### config.mk
export PLATFORM = sky130hd
export DESIGN_NAME = clock_key_setting_and_alarm_core
export DESIGN_NICKNAME = d
export VERILOG_FILES = /design/src/hdl/ckas_pkg.sv /design/src/hdl/ckas_step.sv /design/src/hdl/clock_key_setting_and_alarm_core.sv
export SDC_FILE = /design/constraint.sdc
export NUM_CORES = 1
export LEC_CHECK = 0
export BUFFER_PORTS_ARGS = -buffer_cell sky130_fd_sc_hd__buf_2
export CELL_PAD_IN_SITES_DETAIL_PLACEMENT = 1
export CELL_PAD_IN_SITES_GLOBAL_PLACEMENT = 1
export CORE_ASPECT_RATIO = 1.1
export CORE_UTILIZATION = 42
export CTS_CLUSTER_DIAMETER = 100
export DETAILED_ROUTE_END_ITERATION = 12
export GPL_TIMING_DRIVEN = 1
export HOLD_SLACK_MARGIN = 0.02
export PLACE_DENSITY = 0.81
export SLEW_MARGIN = 25
export SYNTH_ARGS = -nofsm -noshare
export SYNTH_HDL_FRONTEND = slang
export SYNTH_SLANG_ARGS = --single-unit
### constraint.sdc
create_clock -name clk -period 5.55 [get_ports clk]
set_input_delay 0.2775 -clock clk [delete_from_list [all_inputs] [get_ports clk]]
set_output_delay 0.2775 -clock clk [all_outputs]
set_load 0.03 [all_outputs]
### src/hdl/ckas_pkg.sv
// Shared types, menu codes and the field adjust function for the clock key
// setting and alarm core. No dependencies; used by ckas_step and the top level.
`timescale 1ns / 1ps
`default_nettype none

package ckas_pkg;

	// Stream widths: fields packed from bit 0 up, padded to whole bytes.
	localparam int unsigned IN_TDATA_W  = 40;
	localparam int unsigned OUT_TDATA_W = 56;

	// Menu codes
	localparam logic [3:0] MENU_RUN        = 4'd0;
	localparam logic [3:0] MENU_HOUR       = 4'd1;
	localparam logic [3:0] MENU_MINUTE     = 4'd2;
	localparam logic [3:0] MENU_HOUR_WRAP  = 4'd3;
	localparam logic [3:0] MENU_DATE       = 4'd4;
	localparam logic [3:0] MENU_DAY        = 4'd5;
	localparam logic [3:0] MENU_MONTH      = 4'd6;
	localparam logic [3:0] MENU_YEAR       = 4'd7;
	localparam logic [3:0] MENU_DATE_WRAP  = 4'd8;
	localparam logic [3:0] MENU_ALARM      = 4'd9;
	localparam logic [3:0] MENU_ALARM_ON   = 4'd10;
	localparam logic [3:0] MENU_ALARM_HOUR = 4'd11;
	localparam logic [3:0] MENU_ALARM_MIN  = 4'd12;
	localparam logic [3:0] MENU_ALARM_WRAP = 4'd13;

	// Field limits
	localparam logic [6:0] LIM_HOUR   = 7'd23;
	localparam logic [6:0] LIM_MINUTE = 7'd59;
	localparam logic [6:0] LIM_DAY    = 7'd31;
	localparam logic [6:0] LIM_MONTH  = 7'd12;
	localparam logic [6:0] LIM_YEAR   = 7'd99;
	localparam logic [5:0] CHIME_SECS = 6'd6;

	typedef struct packed {
		logic       mode_key;
		logic       set_key;
		logic       up_key;
		logic       down_key;
		logic [5:0] rtc_second;
		logic [5:0] rtc_minute;
		logic [4:0] rtc_hour;
		logic [4:0] rtc_day;
		logic [3:0] rtc_month;
		logic [6:0] rtc_year;
	} in_item_t;

	typedef struct packed {
		logic [3:0] menu_mode;
		logic [4:0] shown_hour;
		logic [5:0] shown_minute;
		logic [5:0] shown_second;
		logic [4:0] shown_day;
		logic [3:0] shown_month;
		logic [6:0] shown_year;
		logic [4:0] alarm_hour_out;
		logic [5:0] alarm_minute_out;
		logic       alarm_enabled;
		logic       write_back;
		logic       beep;
	} out_item_t;

	typedef struct packed {
		logic [3:0] menu;
		logic       mode_prev;
		logic       set_prev;
		logic       up_prev;
		logic       down_prev;
		logic [4:0] hour;
		logic [5:0] minute;
		logic [5:0] second;
		logic [4:0] day;
		logic [3:0] month;
		logic [6:0] year;
		logic [4:0] alarm_hour;
		logic [5:0] alarm_minute;
		logic       alarm_on;
		logic       alarm_armed;
		logic       dirty;
	} state_t;

	localparam state_t STATE_RESET = '{
		menu: MENU_RUN, mode_prev: 1'b1, set_prev: 1'b1, up_prev: 1'b1,
		down_prev: 1'b1, hour: '0, minute: '0, second: '0, day: '0, month: '0,
		year: '0, alarm_hour: '0, alarm_minute: '0, alarm_on: 1'b0,
		alarm_armed: 1'b0, dirty: 1'b0
	};

	// Up step wraps past the limit, down step wraps from zero to the limit.
	function automatic logic [6:0] adjust(input logic [6:0] v, input logic up,
			input logic dn, input logic [6:0] limit, input logic [6:0] wrap_to);
		logic [7:0] inc;
		logic [6:0] r;
		inc = {1'b0, v} + 8'd1;
		r   = v;
		if (up) begin
			r = (inc > {1'b0, limit}) ? wrap_to : inc[6:0];
		end
		if (dn) begin
			r = (r == 7'd0) ? limit : r - 7'd1;
		end
		return r;
	endfunction

endpackage

`default_nettype wire

### src/hdl/ckas_step.sv
// Next-state and result logic for one poll request of the clock key core.
// Depends on ckas_pkg for item, result and state types and the menu codes.
`timescale 1ns / 1ps
`default_nettype none

module ckas_step (
	input  wire ckas_pkg::state_t   cur,
	input  wire ckas_pkg::in_item_t item,
	output ckas_pkg::state_t        nxt,
	output ckas_pkg::out_item_t     res
);

	logic       mode_edge;
	logic       set_edge;
	logic       up_edge;
	logic       down_edge;
	logic [3:0] menu;
	logic [3:0] menu_inc;
	logic       edit_menu;
	logic       wb;
	logic       ring;
	logic       chime;
	logic [6:0] min_plus;

	always_comb begin
		nxt       = cur;
		wb        = 1'b0;
		ring      = 1'b0;
		up_edge   = 1'b0;
		down_edge = 1'b0;
		mode_edge = cur.mode_prev & ~item.mode_key;
		set_edge  = cur.set_prev & ~item.set_key;
		nxt.mode_prev = item.mode_key;
		nxt.set_prev  = item.set_key;

		// Mode key cycles run -> date -> alarm -> run; any edit menu exits to run.
		menu = cur.menu;
		if (mode_edge) begin
			if (menu == ckas_pkg::MENU_RUN) begin
				menu = ckas_pkg::MENU_DATE;
			end else if (menu == ckas_pkg::MENU_DATE) begin
				menu = ckas_pkg::MENU_ALARM;
			end else begin
				menu = ckas_pkg::MENU_RUN;
			end
		end

		// Set key walks the fields inside each group.
		menu_inc = menu + 4'd1;
		if (set_edge) begin
			case (menu_inc)
				ckas_pkg::MENU_HOUR_WRAP:  menu = ckas_pkg::MENU_HOUR;
				ckas_pkg::MENU_DATE_WRAP:  menu = ckas_pkg::MENU_DAY;
				ckas_pkg::MENU_ALARM_WRAP: menu = ckas_pkg::MENU_ALARM_ON;
				default:                   menu = menu_inc;
			endcase
		end
		nxt.menu = menu;

		edit_menu = (menu inside {ckas_pkg::MENU_HOUR, ckas_pkg::MENU_MINUTE,
			ckas_pkg::MENU_DAY, ckas_pkg::MENU_MONTH, ckas_pkg::MENU_YEAR,
			ckas_pkg::MENU_ALARM_ON, ckas_pkg::MENU_ALARM_HOUR,
			ckas_pkg::MENU_ALARM_MIN});
		if (edit_menu) begin
			up_edge       = cur.up_prev & ~item.up_key;
			down_edge     = cur.down_prev & ~item.down_key;
			nxt.up_prev   = item.up_key;
			nxt.down_prev = item.down_key;
		end

		case (menu)
			ckas_pkg::MENU_HOUR: begin
				nxt.hour  = 5'(ckas_pkg::adjust({2'b0, cur.hour}, up_edge, down_edge,
					ckas_pkg::LIM_HOUR, 7'd0));
				nxt.dirty = 1'b1;
			end
			ckas_pkg::MENU_MINUTE: begin
				nxt.minute = 6'(ckas_pkg::adjust({1'b0, cur.minute}, up_edge,
					down_edge, ckas_pkg::LIM_MINUTE, 7'd0));
				nxt.dirty  = 1'b1;
			end
			ckas_pkg::MENU_DAY: begin
				nxt.day   = 5'(ckas_pkg::adjust({2'b0, cur.day}, up_edge, down_edge,
					ckas_pkg::LIM_DAY, 7'd1));
				nxt.dirty = 1'b1;
			end
			ckas_pkg::MENU_MONTH: begin
				nxt.month = 4'(ckas_pkg::adjust({3'b0, cur.month}, up_edge, down_edge,
					ckas_pkg::LIM_MONTH, 7'd1));
				nxt.dirty = 1'b1;
			end
			ckas_pkg::MENU_YEAR: begin
				nxt.year  = ckas_pkg::adjust(cur.year, up_edge, down_edge,
					ckas_pkg::LIM_YEAR, 7'd0);
				nxt.dirty = 1'b1;
			end
			ckas_pkg::MENU_ALARM_ON: begin
				// Up toggles and arms along with it; down only toggles.
				if (up_edge) begin
					nxt.alarm_on    = ~cur.alarm_on;
					nxt.alarm_armed = ~cur.alarm_on;
				end
				if (down_edge) begin
					nxt.alarm_on = nxt.alarm_on ^ 1'b1;
				end
				nxt.dirty = 1'b1;
			end
			ckas_pkg::MENU_ALARM_HOUR: begin
				nxt.alarm_hour = 5'(ckas_pkg::adjust({2'b0, cur.alarm_hour}, up_edge,
					down_edge, ckas_pkg::LIM_HOUR, 7'd0));
			end
			ckas_pkg::MENU_ALARM_MIN: begin
				nxt.alarm_minute = 6'(ckas_pkg::adjust({1'b0, cur.alarm_minute},
					up_edge, down_edge, ckas_pkg::LIM_MINUTE, 7'd0));
			end
			default: begin
			end
		endcase

		// In run mode: flush edits once, else track the chip.
		if (menu == ckas_pkg::MENU_RUN) begin
			if (nxt.dirty) begin
				wb        = 1'b1;
				nxt.dirty = 1'b0;
			end else begin
				nxt.second = item.rtc_second;
				nxt.minute = item.rtc_minute;
				nxt.hour   = item.rtc_hour;
				nxt.day    = item.rtc_day;
				nxt.month  = item.rtc_month;
				nxt.year   = item.rtc_year;
			end
		end

		chime    = (nxt.minute == 6'd0) && (nxt.second <= ckas_pkg::CHIME_SECS);
		min_plus = {1'b0, nxt.minute} + 7'd1;

		if (nxt.alarm_on) begin
			if (nxt.alarm_armed && (nxt.alarm_minute == nxt.minute) &&
					(nxt.alarm_hour == nxt.hour)) begin
				ring = 1'b1;
				if (mode_edge) begin
					nxt.alarm_armed = 1'b0;
				end
			end else if ({1'b0, nxt.alarm_minute} == min_plus) begin
				nxt.alarm_armed = 1'b1;
			end
		end

		res.menu_mode        = nxt.menu;
		res.shown_hour       = nxt.hour;
		res.shown_minute     = nxt.minute;
		res.shown_second     = nxt.second;
		res.shown_day        = nxt.day;
		res.shown_month      = nxt.month;
		res.shown_year       = nxt.year;
		res.alarm_hour_out   = nxt.alarm_hour;
		res.alarm_minute_out = nxt.alarm_minute;
		res.alarm_enabled    = nxt.alarm_on;
		res.write_back       = wb;
		res.beep             = chime | ring;
	end

endmodule

`default_nettype wire

### src/hdl/clock_key_setting_and_alarm_core.sv
// Top level of the clock key setting and alarm core: input register, state
// registers and result register around ckas_step. Depends on ckas_pkg.
`timescale 1ns / 1ps
`default_nettype none

// Channel   Direction  Handshake                     Payload
// s_axis    in         s_axis_tvalid/s_axis_tready   s_axis_tdata[39:0]: keys, chip time
// m_axis    out        m_axis_tvalid/m_axis_tready   m_axis_tdata[55:0]: menu, time, alarm
//
// One poll request is taken per clock cycle while the result register drains or
// is empty. A request is held in the input register; ckas_step then updates
// the state registers and loads the result register in the same edge.
// arst_n clears the state to run menu, keys released, all fields zero.
// A stalled result holds in the result register; the input register keeps
// accepting as long as the result register drains or is empty.

module clock_key_setting_and_alarm_core (
	input  wire                                 clk,
	input  wire                                 arst_n,
	input  wire                                 s_axis_tvalid,
	output logic                                s_axis_tready,
	// mode_key, set_key, up_key, down_key, rtc_second, rtc_minute, rtc_hour,
	// rtc_day, rtc_month, rtc_year, 3 zero bits
	input  wire  [ckas_pkg::IN_TDATA_W-1:0]     s_axis_tdata,
	output logic                                m_axis_tvalid,
	input  wire                                 m_axis_tready,
	// menu_mode, shown_hour, shown_minute, shown_second, shown_day, shown_month,
	// shown_year, alarm_hour_out, alarm_minute_out, alarm_enabled, write_back,
	// beep, 5 zero bits
	output logic [ckas_pkg::OUT_TDATA_W-1:0]    m_axis_tdata
);

	ckas_pkg::in_item_t  in_item;
	ckas_pkg::in_item_t  item_s1;
	logic                valid_s1;
	ckas_pkg::state_t    state_q;
	ckas_pkg::state_t    state_nxt;
	ckas_pkg::out_item_t res;
	logic                advance;

	// Unpack the request, first field at bit 0.
	assign in_item.mode_key   = s_axis_tdata[0];
	assign in_item.set_key    = s_axis_tdata[1];
	assign in_item.up_key     = s_axis_tdata[2];
	assign in_item.down_key   = s_axis_tdata[3];
	assign in_item.rtc_second = s_axis_tdata[9:4];
	assign in_item.rtc_minute = s_axis_tdata[15:10];
	assign in_item.rtc_hour   = s_axis_tdata[20:16];
	assign in_item.rtc_day    = s_axis_tdata[25:21];
	assign in_item.rtc_month  = s_axis_tdata[29:26];
	assign in_item.rtc_year   = s_axis_tdata[36:30];

	// Move the held request on when the result register is free or drains now.
	assign advance       = valid_s1 && (!m_axis_tvalid || m_axis_tready);
	assign s_axis_tready = !valid_s1 || advance;

	always_ff @(posedge clk or negedge arst_n) begin
		if (!arst_n) begin
			valid_s1 <= 1'b0;
		end else if (s_axis_tvalid && s_axis_tready) begin
			valid_s1 <= 1'b1;
		end else if (advance) begin
			valid_s1 <= 1'b0;
		end
	end

	always_ff @(posedge clk) begin
		if (s_axis_tvalid && s_axis_tready) begin
			item_s1 <= in_item;
		end
	end

	ckas_step u_step (
		.cur  (state_q),
		.item (item_s1),
		.nxt  (state_nxt),
		.res  (res)
	);

	// Commit the state only when the request actually moves to the output.
	always_ff @(posedge clk or negedge arst_n) begin
		if (!arst_n) begin
			state_q <= ckas_pkg::STATE_RESET;
		end else if (advance) begin
			state_q <= state_nxt;
		end
	end

	always_ff @(posedge clk or negedge arst_n) begin
		if (!arst_n) begin
			m_axis_tvalid <= 1'b0;
		end else if (advance) begin
			m_axis_tvalid <= 1'b1;
		end else if (m_axis_tready) begin
			m_axis_tvalid <= 1'b0;
		end
	end

	// Pack the result, first field at bit 0, pad with zeros.
	always_ff @(posedge clk) begin
		if (advance) begin
			m_axis_tdata <= {5'b0, res.beep, res.write_back, res.alarm_enabled,
				res.alarm_minute_out, res.alarm_hour_out, res.shown_year,
				res.shown_month, res.shown_day, res.shown_second, res.shown_minute,
				res.shown_hour, res.menu_mode};
		end
	end

endmodule

`default_nettype wire
==> results_dict.tcl <==
set metrics [dict create \
    syn_inst 996 \
    cp.depth 26 \
    finalInstanceArea_um2 11800 \
    p_total_w 0.00750 \
    period_share_pct 103 \
    netlist_top_cells_count "134 x nand2_1, 88 x edfxtp_1, 57 x nor2_1" \
    synth-main-ff-cell "edfxtp_1" \
    crit_required_ns 5.75 \
    place_area_um2 10500 \
    period_minus_slack_ns 5.73 \
    start_kind "flop" \
    hold_ws_ns 0.0199 \
    portBuffers 93 \
    hpwlAfterDp_mm 20.3 \
    dr_wl_met3_mm 1.47 \
    avgRoutedWirePerCell_um 21.7 \
    clockBufferDepth 2 \
    grt-ovfl-total 0 \
    setup_violations 2 \
    grt_use_total_pct 26.3 \
    grt_pass1_vias 8959 \
    r2r_cells 26 \
    firstDrtPassIters 5 \
    fp.dieH_um 159 \
    dr_wl_met2_mm 15.9 \
    synth_area_um2 9450 \
    slew_headroom_pct 33.1 \
    cts-root-buf "clkbuf_16" \
    yosysMostFrequentCell "nand2_1" \
    finalNetCount 1239 \
    cp_slowest_cell "dfstp_2" \
    start_util_pct 42.8 \
    pre_cts_ws_ns -0.00433 \
    drive_gt1_share_pct 26.0 \
    critPathMaxStageDelay_ns 0.61 \
    outcome "complete, but fails checks" \
    violations "negative setup slack" \
    io_pins 102 \
    synth_edf_count 88 \
    ys_warn_count 0 \
    fin_skew_ns 0.0216 \
    gp_congestion 0.916 \
    seq_area_frac_synth_pct 43.1 \
    drt_wl_total_mm 31.9 \
    ir_worst_vdd_mv 0.260 \
    synth_cell_types 97 \
    vias 8877 \
    synth_top_area_share_pct 28.0 \
    yosysTopAreaCell "edfxtp_1" \
    fp.dieW_um 145 \
    synth_area_leaders "edfxtp_1 28%, dfrtp_1 14%, nand2_1 5.3%" \
    syn_area_per_cell_um2 9.49 \
    cp-end-kind "flop" \
    hold_violations 0 \
    grt_max_degree 58 \
    vias_per_cell 6.03 \
    syn2layout_area_growth_pct 24.8 \
    htree_levels 4 \
    n_antenna_cell 0 \
    synth_seq_cells 145 \
    power_leakage_nw 4.81 \
    top_layer "met5" \
    hp-class "primary input to async pin" \
    worst_pin_slew_ns 0.996 \
    clk_pin_slew_ns 0.07 \
    async_reset_ff_share_pct 39.3 \
    drc_errors 0 \
    cts_tree "built" \
    cap_violations 0 \
    fin_setup_tns_ns -0.358 \
    critical_path_class "flop to flop" \
    die-area_um2 23100 \
    clock_sinks 145 \
    cp_num_buf_inv 4 \
    layout_setup_ws_ns -0.185 \
    rsz0062_at_grt "yes" \
    antenna_found_initial 1 \
    final_max_slew_viol_count 0 \
    clk_latency_ns 0.45 \
    max_freq_mhz 174 \
    cp.arrival_ns 5.93 \
    cp_top_family "compound AO/OA/AOI/OAI gates" \
    rows 57 \
    wl_met1_mm 13.4 \
    ant_nets 0 \
    powerDensity_nw_per_um2 635 \
    fp.coreArea_um2 22100 \
    numCtsBuffers 17 \
    grt_pass1_wl_mm 47.7 \
    cp_max_fo 9 \
    drt_iter0_markers 566 \
]
[per-stage QoR]
step / instances / util, %
after floorplan: 1000 / -
after global placement: 1382 / 47.5
after detailed placement: 1382 / 47.5
after CTS: 1460 / 52.4
after global routing: 1473 / 53.4
final: 1473 / 53.4
[cell usage in the layout (no fill, tap or decap), types with 20 or more instances in the layout]
cell	n
buf_4	79
nand3_1	36
xnor2_1	20
buf_2	93
mux2_2	23
nand2_1	131
nor2_1	56
o21ai_0	53
dfrtp_1	53
dlygate4sd3_1	33
ha_1	28
a21oi_1	42
edfxtp_1	88
and3_1	26
inv_1	32
[timing repair]
action | CTS | global route
setup buffers | 13 | 13
pin swaps | 8 | 24
gates cloned | 0 | 0
resized for setup | 11 | 25
hold buffers | 33 | 0
hold endpoints to repair | 33 | 0
endpoints found under the setup margin | 2 | 2
[worst paths after layout]
kind | startpoint | endpoint | slack (ns)
worst min register to register | state_q[49]$_DFFE_PN1P_ | state_q[49]$_DFFE_PN1P_ | 0.49
worst max-delay path | state_q[50]$_DFFE_PN1P_ | m_axis_tdata[50]$_DFFE_PP_ | -0.18
worst max register to register | state_q[50]$_DFFE_PN1P_ | m_axis_tdata[50]$_DFFE_PP_ | -0.18
min in group clk | s_axis_tdata[17] | item_s1[17]$_DFFE_PP_ | 0.03
worst min-delay path | arst_n | state_q[30]$_DFFE_PN0P_ | 0.02
max in group asynchronous | arst_n | state_q[43]$_DFFE_PN0P_ | 4.95
[cells by family (layout without fill, tap and decap cells)]
logic type                 Yosys count  count (layout)  share of synthesized area [%]
and+or+nand+nor                    372             372                           19.9
DFF                                145             145                           43.1
adders and majority gates           30              30                           3.97
xor gates and xnor gates            31              31                           3.02
AOI/OAI and AO/OA                  281             281                           21.5
other                                1               5                         0.0397
muxes                               36              36                           4.12
buffers and inverters              100             278                           4.33
[cell type report]
type	instances	area (µm²)
clock inverters	15	163
repair buffers	208	1430
fillers	2545	10300
inverters	38	150
flip-flops and latches	145	4070
multi-input cells	755	5190
well taps	295	369
clock buffers	17	425
[worst register-to-register path, stage by stage, from the launching register on]
cell and delay, ns:
dfstp_2 0.61, nor4b_4 0.26, nand2_1 0.12, and2_4 0.18
inv_4 0.07, ha_4 0.17, a221o_1 0.21, a41o_1 0.35
and4_4 0.31, buf_12 0.12, nor3_4 0.05, o211ai_1 0.28
buf_4 0.17, buf_4 0.19, nand3_1 0.15, o31a_1 0.17
ha_1 0.22, and2_1 0.17, nand2_1 0.12, o31ai_1 0.09
mux2_2 0.29, o32a_1 0.40, and3_1 0.18, o2111a_1 0.24
o2111ai_2 0.13, nor3_2 0.07, a21o_1 0.16
[report_power, final]
part           total (W)  internal (W)  switching [W]
registers        0.00196       0.00157       0.000385
clock network    0.00118      0.000639       0.000542
logic            0.00436       0.00165        0.00271
[flip-flops by register name, summed over array words and instances, names as in the netlist]
signal and flops:
m_axis_tvalid 1, item_s1 37, state_q 55, valid_s1 1, m_axis_tdata 51
[metal layers]
metal	up-vias	global-route usage, %
met5	-	0
met4	2	10.5
met3	85	4.36
met2	298	45.4
met1	4432	32.8
li1	4060	-
(Power assumes the default switching activity.)
